### src/hdl/bae_pkg.sv
// Shared types and constants for the binary arithmetic encoder.
`default_nettype none

package bae_pkg;

   localparam int unsigned PROB_W      = 12;
   localparam int unsigned BYTE_W      = 8;
   localparam int unsigned BOUND_W     = 32;
   localparam int unsigned BYTE_CNT_W  = 3;
   localparam int unsigned QUEUE_DEPTH = 4;

   localparam logic                   ACTION_CODE  = 1'b0;
   localparam logic                   ACTION_FLUSH = 1'b1;

   localparam logic [PROB_W-1:0]      HALF_PROB  = 12'd2048;
   localparam logic [BOUND_W-1:0]     FULL_HIGH  = 32'hffff_ffff;
   localparam logic [BOUND_W-1:0]     ZERO_LOW   = 32'h0000_0000;
   localparam logic [BYTE_W-1:0]      FILL_BYTE  = 8'hff;
   localparam logic [BYTE_W-1:0]      ZERO_BYTE  = 8'h00;
   localparam logic [BYTE_CNT_W-1:0]  MAX_BYTES  = 3'd4;
   localparam logic [BYTE_CNT_W-1:0]  LAST_SLOT  = 3'd3;

   // One classified request as it sits in the queue.
   typedef struct packed {
      logic              is_flush;
      logic              bit_value;
      logic [PROB_W-1:0] prob;
   } item_type;

   // Status of the coding engine, watched by the top level.
   typedef struct packed {
      logic                  busy;
      logic [BYTE_CNT_W-1:0] byte_cnt;
   } back_status_type;

endpackage

`default_nettype wire

### src/hdl/bae_req_if.sv
// Request channel: one action, one bit and its probability.
`default_nettype none

interface bae_req_if;
   logic                         valid;
   logic                         ready;
   logic                         action;
   logic                         bit_value;
   logic [bae_pkg::PROB_W-1:0]   prob_one;

   modport source (output valid, output action, output bit_value, output prob_one,
                   input ready);
   modport sink   (input valid, input action, input bit_value, input prob_one,
                   output ready);
endinterface

`default_nettype wire

### src/hdl/bae_rsp_if.sv
// Result channel: one compressed byte and its end marker.
`default_nettype none

interface bae_rsp_if;
   logic                         valid;
   logic                         ready;
   logic [bae_pkg::BYTE_W-1:0]   out_byte;
   logic                         last;

   modport source (output valid, output out_byte, output last, input ready);
   modport sink   (input valid, input out_byte, input last, output ready);
endinterface

`default_nettype wire

### src/hdl/bae_front.sv
// Front end: accepts requests, adjusts the probability and queues them.
`default_nettype none

module bae_front #(
   parameter int unsigned Depth = bae_pkg::QUEUE_DEPTH,
   localparam int unsigned PtrW = (Depth > 1) ? $clog2(Depth) : 1,
   localparam int unsigned CntW = $clog2(Depth + 1)
) (
   input  wire logic              clock,
   input  wire logic              reset,
   bae_req_if.sink                req_chan,
   output bae_pkg::item_type      item,
   output logic                   item_valid,
   input  wire logic              item_ready,
   output logic [CntW-1:0]        q_count
);

   bae_pkg::item_type  queue_ff [Depth];
   bae_pkg::item_type  new_item;
   logic [PtrW-1:0]    wr_ptr_ff, wr_ptr_in;
   logic [PtrW-1:0]    rd_ptr_ff, rd_ptr_in;
   logic [CntW-1:0]    count_ff, count_in;
   logic               push, pop;

   // Probabilities in the lower half are raised by one so zero never occurs.
   always_comb begin
      new_item.is_flush  = (req_chan.action == bae_pkg::ACTION_FLUSH);
      new_item.bit_value = req_chan.bit_value;
      if (req_chan.prob_one < bae_pkg::HALF_PROB) begin
         new_item.prob = req_chan.prob_one + 1'b1;
      end else begin
         new_item.prob = req_chan.prob_one;
      end
   end

   assign req_chan.ready = (count_ff != CntW'(Depth));
   assign push           = req_chan.valid && req_chan.ready;
   assign item_valid     = (count_ff != '0);
   assign pop            = item_valid && item_ready;
   assign item           = queue_ff[rd_ptr_ff];
   assign q_count        = count_ff;

   always_comb begin
      wr_ptr_in = wr_ptr_ff;
      rd_ptr_in = rd_ptr_ff;
      count_in  = count_ff;
      if (push) begin
         wr_ptr_in = (wr_ptr_ff == PtrW'(Depth - 1)) ? '0 : wr_ptr_ff + 1'b1;
      end
      if (pop) begin
         rd_ptr_in = (rd_ptr_ff == PtrW'(Depth - 1)) ? '0 : rd_ptr_ff + 1'b1;
      end
      if (push && !pop) begin
         count_in = count_ff + 1'b1;
      end else if (pop && !push) begin
         count_in = count_ff - 1'b1;
      end
   end

   always_ff @(posedge clock) begin
      if (reset) begin
         wr_ptr_ff <= '0;
         rd_ptr_ff <= '0;
         count_ff  <= '0;
      end else begin
         wr_ptr_ff <= wr_ptr_in;
         rd_ptr_ff <= rd_ptr_in;
         count_ff  <= count_in;
      end
   end

   always_ff @(posedge clock) begin
      if (push) begin
         queue_ff[wr_ptr_ff] <= new_item;
      end
   end

endmodule

`default_nettype wire

### src/hdl/bae_back.sv
// Back end: interval split, bound update and byte renormalization.
`default_nettype none

module bae_back (
   input  wire logic                  clock,
   input  wire logic                  reset,
   input  wire bae_pkg::item_type     item,
   input  wire logic                  item_valid,
   output logic                       item_ready,
   bae_rsp_if.source                  rsp_chan,
   output bae_pkg::back_status_type   status
);

   localparam logic [1:0] ST_IDLE = 2'd0;
   localparam logic [1:0] ST_UPD  = 2'd1;
   localparam logic [1:0] ST_EMIT = 2'd2;

   logic [1:0]                            state_ff, state_in;
   logic [bae_pkg::BOUND_W-1:0]           low_ff, low_in;
   logic [bae_pkg::BOUND_W-1:0]           high_ff, high_in;
   logic [bae_pkg::BOUND_W-1:0]           hi_prod_ff, hi_prod_in;
   logic [23:0]                           lo_prod_ff, lo_prod_in;
   logic                                  bit_ff, bit_in;
   logic [bae_pkg::BYTE_CNT_W-1:0]        cnt_ff, cnt_in;
   logic                                  rsp_valid_ff, rsp_valid_in;
   logic [bae_pkg::BYTE_W-1:0]            rsp_byte_ff, rsp_byte_in;
   logic                                  rsp_last_ff, rsp_last_in;

   logic [bae_pkg::BOUND_W-1:0]           span;
   logic [bae_pkg::BOUND_W-1:0]           mid;
   logic                                  out_free;
   logic                                  emit;
   logic                                  last_byte;

   assign span     = high_ff - low_ff;
   assign mid      = low_ff + hi_prod_ff + {20'd0, lo_prod_ff[23:12]};
   assign out_free = !rsp_valid_ff || rsp_chan.ready;
   assign emit     = (low_ff[31:24] == high_ff[31:24]) && (cnt_ff < bae_pkg::MAX_BYTES);
   // The byte going out is the last one when the next pair of top bytes differs
   // or the four-byte cap is reached.
   assign last_byte = (low_ff[23:16] != high_ff[23:16]) || (cnt_ff == bae_pkg::LAST_SLOT);

   assign item_ready = (state_ff == ST_IDLE) && (!item.is_flush || out_free);

   assign rsp_chan.valid    = rsp_valid_ff;
   assign rsp_chan.out_byte = rsp_byte_ff;
   assign rsp_chan.last     = rsp_last_ff;

   assign status.busy     = (state_ff != ST_IDLE);
   assign status.byte_cnt = cnt_ff;

   always_comb begin
      state_in     = state_ff;
      low_in       = low_ff;
      high_in      = high_ff;
      hi_prod_in   = hi_prod_ff;
      lo_prod_in   = lo_prod_ff;
      bit_in       = bit_ff;
      cnt_in       = cnt_ff;
      rsp_valid_in = rsp_valid_ff && !rsp_chan.ready;
      rsp_byte_in  = rsp_byte_ff;
      rsp_last_in  = rsp_last_ff;
      unique case (state_ff)
         ST_IDLE: begin
            if (item_valid && item_ready) begin
               if (item.is_flush) begin
                  rsp_valid_in = 1'b1;
                  rsp_byte_in  = high_ff[31:24];
                  rsp_last_in  = 1'b1;
                  low_in       = bae_pkg::ZERO_LOW;
                  high_in      = bae_pkg::FULL_HIGH;
               end else begin
                  hi_prod_in = 32'(span[31:12]) * 32'(item.prob);
                  lo_prod_in = 24'(span[11:0]) * 24'(item.prob);
                  bit_in     = item.bit_value;
                  state_in   = ST_UPD;
               end
            end
         end
         ST_UPD: begin
            if (bit_ff) begin
               high_in = mid;
            end else begin
               low_in = mid + 1'b1;
            end
            cnt_in   = '0;
            state_in = ST_EMIT;
         end
         ST_EMIT: begin
            if (!emit) begin
               state_in = ST_IDLE;
            end else if (out_free) begin
               rsp_valid_in = 1'b1;
               rsp_byte_in  = high_ff[31:24];
               rsp_last_in  = last_byte;
               low_in       = {low_ff[23:0], bae_pkg::ZERO_BYTE};
               high_in      = {high_ff[23:0], bae_pkg::FILL_BYTE};
               cnt_in       = cnt_ff + 1'b1;
               if (last_byte) begin
                  state_in = ST_IDLE;
               end
            end
         end
         default: begin
            state_in = ST_IDLE;
         end
      endcase
   end

   always_ff @(posedge clock) begin
      if (reset) begin
         state_ff     <= ST_IDLE;
         low_ff       <= bae_pkg::ZERO_LOW;
         high_ff      <= bae_pkg::FULL_HIGH;
         cnt_ff       <= '0;
         rsp_valid_ff <= 1'b0;
      end else begin
         state_ff     <= state_in;
         low_ff       <= low_in;
         high_ff      <= high_in;
         cnt_ff       <= cnt_in;
         rsp_valid_ff <= rsp_valid_in;
      end
   end

   always_ff @(posedge clock) begin
      hi_prod_ff  <= hi_prod_in;
      lo_prod_ff  <= lo_prod_in;
      bit_ff      <= bit_in;
      rsp_byte_ff <= rsp_byte_in;
      rsp_last_ff <= rsp_last_in;
   end

endmodule

`default_nettype wire

### src/hdl/binary_arithmetic_encoder_top.sv
// A code request passes the idle (multiply), update and emit states before its first byte
// reaches the result register; a flush loads its byte there straight from idle. A code
// request emits 0 to 4 bytes before the coding engine returns to idle.
// Renormalization emits one byte per cycle while the result channel is not stalled.
// Reset (synchronous, active high) empties the request queue and returns the interval
// to low = 0, high = 0xffffffff.
`default_nettype none

module binary_arithmetic_encoder_top #(
   parameter int unsigned QueueDepth = bae_pkg::QUEUE_DEPTH
) (
   input  wire logic   clock,
   input  wire logic   reset,
   bae_req_if.sink     req_chan,
   bae_rsp_if.source   rsp_chan
);

   localparam int unsigned CntW = $clog2(QueueDepth + 1);

   // The front end takes each request into a short queue, so requests keep
   // arriving while the coding engine drains a burst of bytes.
   bae_pkg::item_type          item;
   logic                       item_valid;
   logic                       item_ready;
   logic [CntW-1:0]            q_count;
   bae_pkg::back_status_type   back_status;

   bae_front #(
      .Depth (QueueDepth)
   ) u_front (
      .clock      (clock),
      .reset      (reset),
      .req_chan   (req_chan),
      .item       (item),
      .item_valid (item_valid),
      .item_ready (item_ready),
      .q_count    (q_count)
   );

   // The back end splits the interval, updates the bounds and then shifts out up to four
   // settled top bytes through a registered result stage; a flush sends one last byte.
   bae_back u_back (
      .clock      (clock),
      .reset      (reset),
      .item       (item),
      .item_valid (item_valid),
      .item_ready (item_ready),
      .rsp_chan   (rsp_chan),
      .status     (back_status)
   );

   // The queue never holds more entries than it has room for.
   a_queue_bound: assert property (@(posedge clock) disable iff (reset)
      q_count <= CntW'(QueueDepth))
      else $error("request queue count exceeds its depth");

   // A full queue refuses new requests.
   a_full_stalls: assert property (@(posedge clock) disable iff (reset)
      (q_count == CntW'(QueueDepth)) |-> !req_chan.ready)
      else $error("request accepted while the queue is full");

   // Renormalization never emits more than four bytes for one request.
   a_byte_cap: assert property (@(posedge clock) disable iff (reset)
      back_status.byte_cnt <= bae_pkg::MAX_BYTES)
      else $error("byte count of one request exceeds four");

   // While the engine works on a code request, it takes nothing from the queue.
   a_no_pop_busy: assert property (@(posedge clock) disable iff (reset)
      back_status.busy |-> !item_ready)
      else $error("queue popped while the coding engine is busy");

endmodule

`default_nettype wire
### src/flat_wrapper.sv
// flat-port wrapper written by rule: the top's interface ports become plain ports
module binary_arithmetic_encoder_top_flat 
#(
   parameter int unsigned QueueDepth = bae_pkg::QUEUE_DEPTH
)
  (clock, reset, req_chan_valid, req_chan_action, req_chan_bit_value, req_chan_prob_one, req_chan_ready, rsp_chan_valid, rsp_chan_out_byte, rsp_chan_last, rsp_chan_ready);
  bae_req_if req_chan_i ();
  bae_rsp_if rsp_chan_i ();
  input  wire logic clock;
  input  wire logic reset;
  input wire logic [$bits(req_chan_i.valid)-1:0] req_chan_valid;
  input wire logic [$bits(req_chan_i.action)-1:0] req_chan_action;
  input wire logic [$bits(req_chan_i.bit_value)-1:0] req_chan_bit_value;
  input wire logic [$bits(req_chan_i.prob_one)-1:0] req_chan_prob_one;
  output wire logic [$bits(req_chan_i.ready)-1:0] req_chan_ready;
  output wire logic [$bits(rsp_chan_i.valid)-1:0] rsp_chan_valid;
  output wire logic [$bits(rsp_chan_i.out_byte)-1:0] rsp_chan_out_byte;
  output wire logic [$bits(rsp_chan_i.last)-1:0] rsp_chan_last;
  input wire logic [$bits(rsp_chan_i.ready)-1:0] rsp_chan_ready;
  assign req_chan_i.valid = req_chan_valid;
  assign req_chan_i.action = req_chan_action;
  assign req_chan_i.bit_value = req_chan_bit_value;
  assign req_chan_i.prob_one = req_chan_prob_one;
  assign req_chan_ready = req_chan_i.ready;
  assign rsp_chan_valid = rsp_chan_i.valid;
  assign rsp_chan_out_byte = rsp_chan_i.out_byte;
  assign rsp_chan_last = rsp_chan_i.last;
  assign rsp_chan_i.ready = rsp_chan_ready;
  binary_arithmetic_encoder_top #(.QueueDepth(QueueDepth)) u_core (.clock(clock), .reset(reset), .req_chan(req_chan_i), .rsp_chan(rsp_chan_i));
endmodule
### config.mk
export PLATFORM = sky130hd
export DESIGN_NAME = binary_arithmetic_encoder_top_flat
export DESIGN_NICKNAME = d
export VERILOG_FILES = /design/src/hdl/bae_pkg.sv /design/src/hdl/bae_req_if.sv /design/src/hdl/bae_rsp_if.sv /design/src/hdl/bae_front.sv /design/src/hdl/bae_back.sv /design/src/hdl/binary_arithmetic_encoder_top.sv /design/src/flat_wrapper.sv
export SDC_FILE = /design/constraint.sdc
export NUM_CORES = 1
export LEC_CHECK = 0
export BUFFER_PORTS_ARGS = -buffer_cell sky130_fd_sc_hd__clkbuf_2
export CAP_MARGIN = 20
export CORE_ASPECT_RATIO = 1.25
export CORE_MARGIN = 5
export CORE_UTILIZATION = 60
export CTS_BUF_LIST = sky130_fd_sc_hd__clkbuf_16
export DETAILED_ROUTE_END_ITERATION = 16
export PLACE_DENSITY = 0.86
export SYNTH_ARGS = -nofsm -noshare
export SYNTH_HDL_FRONTEND = slang
export SYNTH_SLANG_ARGS = --single-unit
### constraint.sdc
create_clock -name clock -period 9.7 [get_ports clock]
set_input_delay 1.94 -clock clock [delete_from_list [all_inputs] [get_ports clock]]
set_output_delay 1.94 -clock clock [all_outputs]
set_load 0.1 [all_outputs]
# After elaboration in Yosys (flattened, before gate mapping)
# Memory sizes are Yosys's and may differ from the RTL's. A register that Yosys moved wholly into a read port is not among the register bits.
# Index checks and enable logic that the tools add are counted.
# op_classes
add_sub_neg,10
muxes,45
n_reduce_logical,27
eq_ne,17
mul,2
n_lt_le_gt_ge,2
bitwise_logic,1
# ops
operator,n
32-bit 2-to-1 mux,10
32-bit one-hot mux with 3 select lines,2
32-bit by 1-bit adder with 32-bit output (second input constant),1
32-bit by 12-bit adder with 32-bit output,1
32-bit adder,1
20-bit by 12-bit multiplier with 32-bit output,1
8-bit 2-to-1 mux,4
32-bit subtractor,1
12-bit by 12-bit multiplier with 24-bit output,1
2-bit 2-to-1 mux,9
8-bit one-hot mux with 2 select lines,1
12-bit by 1-bit adder with 12-bit output (second input constant),1
12-bit < comparator (second input constant),1
12-bit 2-to-1 mux,1
3-bit 2-to-1 mux,4
2-bit inequality test (second input constant),6
6-bit AND reduction,2
1-bit 2-to-1 mux,10
3-bit inequality test (second input constant),3
8-bit == test,1
8-bit inequality test,1
1-bit logical AND,7
3-bit by 1-bit adder with 3-bit output (second input constant),2
2-bit == test (second input constant),3
18 further kinds,30
# word_totals
input_bits,18
elab_cells,118
memories,1
mem_bits_rw,56
reg_bits,143
# mem_list
name,words,width,read_ports,rd_clocked_by_memory_dff,wr,line_no,rtl
u_core.u_front.queue_ff,4,14,1,1,1,bae_front.sv:18,bae_pkg::item_type queue_ff [Depth];

# Logic depth before layout (Yosys ltp)
# depth
word_depth,8
mapped_depth,35
depth_no_buf,34

# By module
# Synthesis repeated with hierarchy kept, for this count alone.
# hier_totals
hier_cells,2731
area_unflattened_um2,24626.1
# modules_own_cells
module,instances,area_each_um2,cells_per_inst,seq_area_each_um2
bae_back,1,21916.0,2579,3022.9
bae_front,1,2710.1,152,1861.8

# Worst setup path before layout
# Ideal clock, no wire load.
# synth_timing
kind,flip-flop to flip-flop
start,register u_core.u_back.high_ff[0] (netlist name)
end,"register u_core.u_back.hi_prod_ff[31] (netlist name), data pin"
setup_slack_ns,1.859
required_ns,9.439
path_stages_with_launch,34
synth_period_minus_slack_ns,7.841
t_arrival_ns,7.580
path_cell_list,dfxtp_1 -> inv_1 -> ha_1 -> fa_1 -> nor2b_1 -> o21ai_0 -> a21boi_1 -> o21ai_0 -> a21o_1 -> a211o_1 -> and3_1 -> clkbuf_1 -> a211oi_1 -> o22ai_1 -> buf_2 -> mux2i_1 -> fa_1 -> inv_1 -> fa_1 -> inv_1 -> fa_1 -> fa_1 -> inv_1 -> fa_1 -> inv_1 -> ha_1 -> o21a_1 -> o21ai_0 -> o21ai_0 -> a31o_2 -> a21oi_1 -> o31ai_1 -> nor4_1 -> a311o_1
# synth_via
elab_chain_len,2
# synth_lines
item,line_no,rtl
"start, declared",bae_back.sv:20,"logic [bae_pkg::BOUND_W-1:0] high_ff, high_in;"
"start signal, assigned",bae_back.sv:114,high_ff <= bae_pkg::FULL_HIGH;
"start signal, assigned",bae_back.sv:120,high_ff <= high_in;
32-bit subtractor,bae_back.sv:35,assign span = high_ff - low_ff;
20-bit by 12-bit multiplier with 32-bit output,bae_back.sv:73,hi_prod_in = 32'(span[31:12]) * 32'(item.prob);
"end signal, assigned",bae_back.sv:127,hi_prod_ff <= hi_prod_in;
"end, declared",bae_back.sv:21,"logic [bae_pkg::BOUND_W-1:0] hi_prod_ff, hi_prod_in;"
# Every way passes these cells.
# A chain may end at the register's enable or synchronous reset.

# Worst setup path after layout
# layout_timing
start,register u_core.u_back.high_ff[0] (netlist name)
end,"register u_core.u_back.hi_prod_ff[30] (netlist name), data pin"
# The elaborated chain is that of the path after synthesis.

==> reports/results.env <==
CRITICAL_PATH_ARRIVAL_NS=9.20
SLEW_HEADROOM=0.2595
SYN-NUM-NETS=3291
FMAX_GHz=0.1115
DIE_AREA_SQ_UM=45540
FINAL_UTIL=0.6367
GRT_START_MAX_NET_PINS=81
TIMING_MAX_TRANSITION_VIOLATIONS_FINAL=0
CP_SLOWEST_CELL='o41ai_1'
WORST_SLEW_PIN_SLEW_NS=1.103
SYNTH.FF_LATCH_COUNT=189
CTS.REPAIR.RESIZED=0
ENDPOINT_KIND='register'
DESIGN.CORE.AREA_SQ_UM=41020
CRITICAL_PATH_CLASS='reg -> reg'
AVG_INST_SIZE_SYNTH_SQ_UM=9.002
TRITONCTS.NUM_BUFFERS=17
TOTALNEGATIVESETUPSLACK_NS=0
POST_CTS.REPAIR.SETUP_BUFFERS=0
DRT-INITIAL-DRC-COUNT=2665
CLK_PIN_SLEW_WORST_PATHS_NS=0.08
RSZ0062_AT_GRT='false'
FINAL_COMMON_CELL='inv_1'
NUMBER_OF_ANTENNA_VIOLATING_NETS_IN_THE_ROUTED_DESIGN=0
TIMING.HOLD.WORST.CLASS='reg -> reg'
TIMING.FINAL.SETUP_VIOLATIONS=0
DIE_WIDTH_UM=191.9
FIN_NETS=3254
MAX_CAP_VIOLATION_COUNT=0
INITIAL_CORE_UTIL=0.6048
TOP_LEVEL_PORTS=29
SYNTH_TOP_FLOP_CELL='edfxtp_1'
FIRST_GLOBAL_VIAS=21160
POST_CTS_HOLD_BUFFER_COUNT=0
AREA.GROWTH.SYNTH_TO_FINAL_PCT=5.275
LAYOUT.CELLS.MOST_COMMON_LIST='401 x inv_1, 315 x nand2_1, 294 x fa_1'
OVERFLOW=0
SYNTH.YOSYS.SEQ_AREA_SHARE=0.1969
WORSTPATHMAXFANOUT=12
POSTROUTEWIRELENGTH_UM=66800
FINAL_MIN_PERIOD_OVER_CLOCK_PERIOD=0.9243
LAYOUT.CELL_AREA.NON_FILLER_SQ_UM=26120
CTS.SINK_COUNT=189
CRITICAL_PATH.STARTPOINT_TYPE='register'
SYN-INSTANCE-COUNT=2756
GPL.FINAL_WEIGHTED_CONGESTION=0.9437
PLACEMENT_ROWS=83
CLOCK_TREE.BUFFER_DEPTH=2
DIE_Y_UM=237.4
N_ANTENNA_CELL=0
POST_DRT_VIA_CELL_RATIO=6.324
WORST-R2R-SETUP-SLACK_NS=0.73
SYNTH.YOSYS.WARNINGS=0
OUTCOME='complete, no violations'
SYNTHTOPCELLSBYAREA='fa_1 24%, edfxtp_1 13%, ha_1 11%'
CRITPATHMOSTFREQUENTCELL='fa_1'
WORST_CLOCK_SKEW_NS=0.02421
SHORTEST_PERIOD_THE_WORST_PATH_ALLOWS_NS=8.966
CTS.HTREE.LEVELS=4
GRT_FIRST_PASS_WIRELENGTH_UM=107600
YS_TYPES=100
FINAL_LAYOUT_SIZE_SUFFIX_GT1_FRAC=0.06515
POST-SYNTH-TOP-AREA-FRACTION=0.2372
CLOCK_NETWORK_LATENCY_TO_THE_LATER_PIN_OF_THE_WORST_SKEW_PAIR_NS=0.48
TOTAL_VIA_COUNT_IN_THE_ROUTED_DESIGN=20770
CLOCK_TREE.ROOT_CELL='clkbuf_16'
DRT-WIRELENGTH-PER-CELL_UM=20.34
CTS_TREE='yes'
PLACEMENT.CELL_AREA_SQ_UM=25470
NUMBER_OF_ANTENNA_VIOLATIONS_AT_THE_FIRST_CHECK_IN_GLOBAL_ROUTING=0
PLACE.DETAILED.HPWL_UM=51610
TIMING.CRITICAL_PATH.SLOWEST_CELL_DELAY_NS=0.71
GLOBAL_ROUTE.USAGE.TOTAL=0.2950
SYNTHARSTFLOPSHARE=0
FINALHOLDVIOLCOUNT=0
DRT_PASS1_ITERATIONS=7
COUNT_OF_FLIP_FLOPS_WITH_A_BUILT_IN_ENABLE_AFTER_SYNTHESIS=110
PORTBUFFERS=28
REQUIRED_ARRIVAL_TIME_AT_THE_WORST_ENDPOINT_NS=9.94
ROUTE.DETAILED.DRC=0
AREA_OF_THE_MAPPED_NETLIST_SQ_UM=24810
SYNTH_TOP_CELL_BY_AREA='fa_1'
registers in the layout (all words and copies together), names as in the netlist, named ones only:
| name | cells |
|---|---|
| u_core.u_front.wr_ptr_ff | 2 |
| u_core.u_back.state_ff | 2 |
| u_core.u_back.rsp_chan.out_byte | 8 |
| u_core.u_back.rsp_chan.last | 1 |
| u_core.u_back.rsp_chan.valid | 1 |
| u_core.u_back.high_ff | 32 |
| u_core.u_front.queue_ff | 56 |
| u_core.u_front.q_count | 3 |
| u_core.u_front.rd_ptr_ff | 2 |
| u_core.u_back.lo_prod_ff | 12 |
| u_core.u_back.bit_ff | 1 |
| u_core.u_back.cnt_ff | 3 |
| u_core.u_back.low_ff | 32 |
| u_core.u_back.hi_prod_ff | 32 |
Yosys cell counts (all sizes together), types with 7 or more instances:
master / n
a211o: 31
a211oi: 28
a21boi: 9
a21o: 41
a21oi: 112
a221oi: 21
a22oi: 10
a31oi: 23
and2: 63
and3: 45
buf: 29
clkbuf: 105
dfxtp: 79
edfxtp: 110
fa: 294
ha: 223
inv: 400
mux2: 18
mux2i: 30
mux4: 7
nand2: 315
nand2b: 51
nand3: 85
nand4: 16
nor2: 158
nor2b: 21
nor3: 44
nor4: 16
o211a: 9
o211ai: 7
o21a: 26
o21ai: 84
o21bai: 10
o311ai: 11
o31ai: 9
or2: 10
or3: 15
xnor2: 71
xor2: 32
worst paths after layout:
kind	end	startpoint	depth (start not counted)
min reg2reg	u_core.u_back.rsp_chan.out_byte[6]	u_core.u_back.high_ff[30]	0
max reg2reg	u_core.u_back.hi_prod_ff[30]	u_core.u_back.high_ff[0]	29
max	u_core.u_back.hi_prod_ff[30]	u_core.u_back.high_ff[0]	29
min	u_core.u_back.rsp_chan.out_byte[6]	u_core.u_back.high_ff[30]	0
layout make-up:
type | count | area (sq um)
Multi-Input combinational cell | 2033 | 17920
Fill cell | 3136 | 14900
Sequential cell | 189 | 4885
Inverter | 400 | 1501
Tap cell | 552 | 690.7
Timing Repair Buffer | 78 | 523.0
Clock buffer | 18 | 450.4
Clock inverter | 14 | 145.1
routing by layer:
layer,vias to the layer above,global-route usage,share of wire,wire length [um]
met5,-,0,0,0
met4,0,0.1448,0.057,3781
met3,279,0.04377,0.084,5595
met2,1197,0.5048,0.49,32790
met1,10100,0.3647,0.37,24630
li1,9192,-,-,-
through the flow:
| step | setup slack, ns | hold WS (ns) | instances |
|---|---|---|---|
| final | 0.7344 | 0.4712 | 3284 |
| after global routing | 0.3000 | 0.4959 | 3284 |
| after CTS | 0.7339 | 0.4726 | 3279 |
| after detailed placement | 0.8331 | 0.4540 | 3247 |
| after global placement | 1.255 | 0.4546 | 3246 |
| after floorplan | 1.859 | 0.4349 | 2756 |
cells by family after synthesis:
| kind of cell | after synthesis | share of synthesized area |
|---|---|---|
| flip-flops | 189 | 0.1969 |
| buffers and inverters | 534 | 0.08175 |
| multiplexers | 55 | 0.02663 |
| AND/OR/NAND/NOR | 874 | 0.1724 |
| AO/OA/AOI/OAI | 484 | 0.1357 |
| adder cells (fa/ha/maj) | 517 | 0.3497 |
| XOR/XNOR | 103 | 0.03697 |
critical path, delay by kind of cell (launching register included):
kind / cells / cell delay (ns)
buffers and inverters: 4 / 0.20
adder cells (fa/ha/maj): 8 / 3.55
AND/OR/NAND/NOR: 6 / 1.41
flip-flops: 1 / 0.39
AO/OA/AOI/OAI: 11 / 3.19
Power is not shown: default switching activity piles up to over one toggle a cycle in this logic, so the estimate is an artifact.
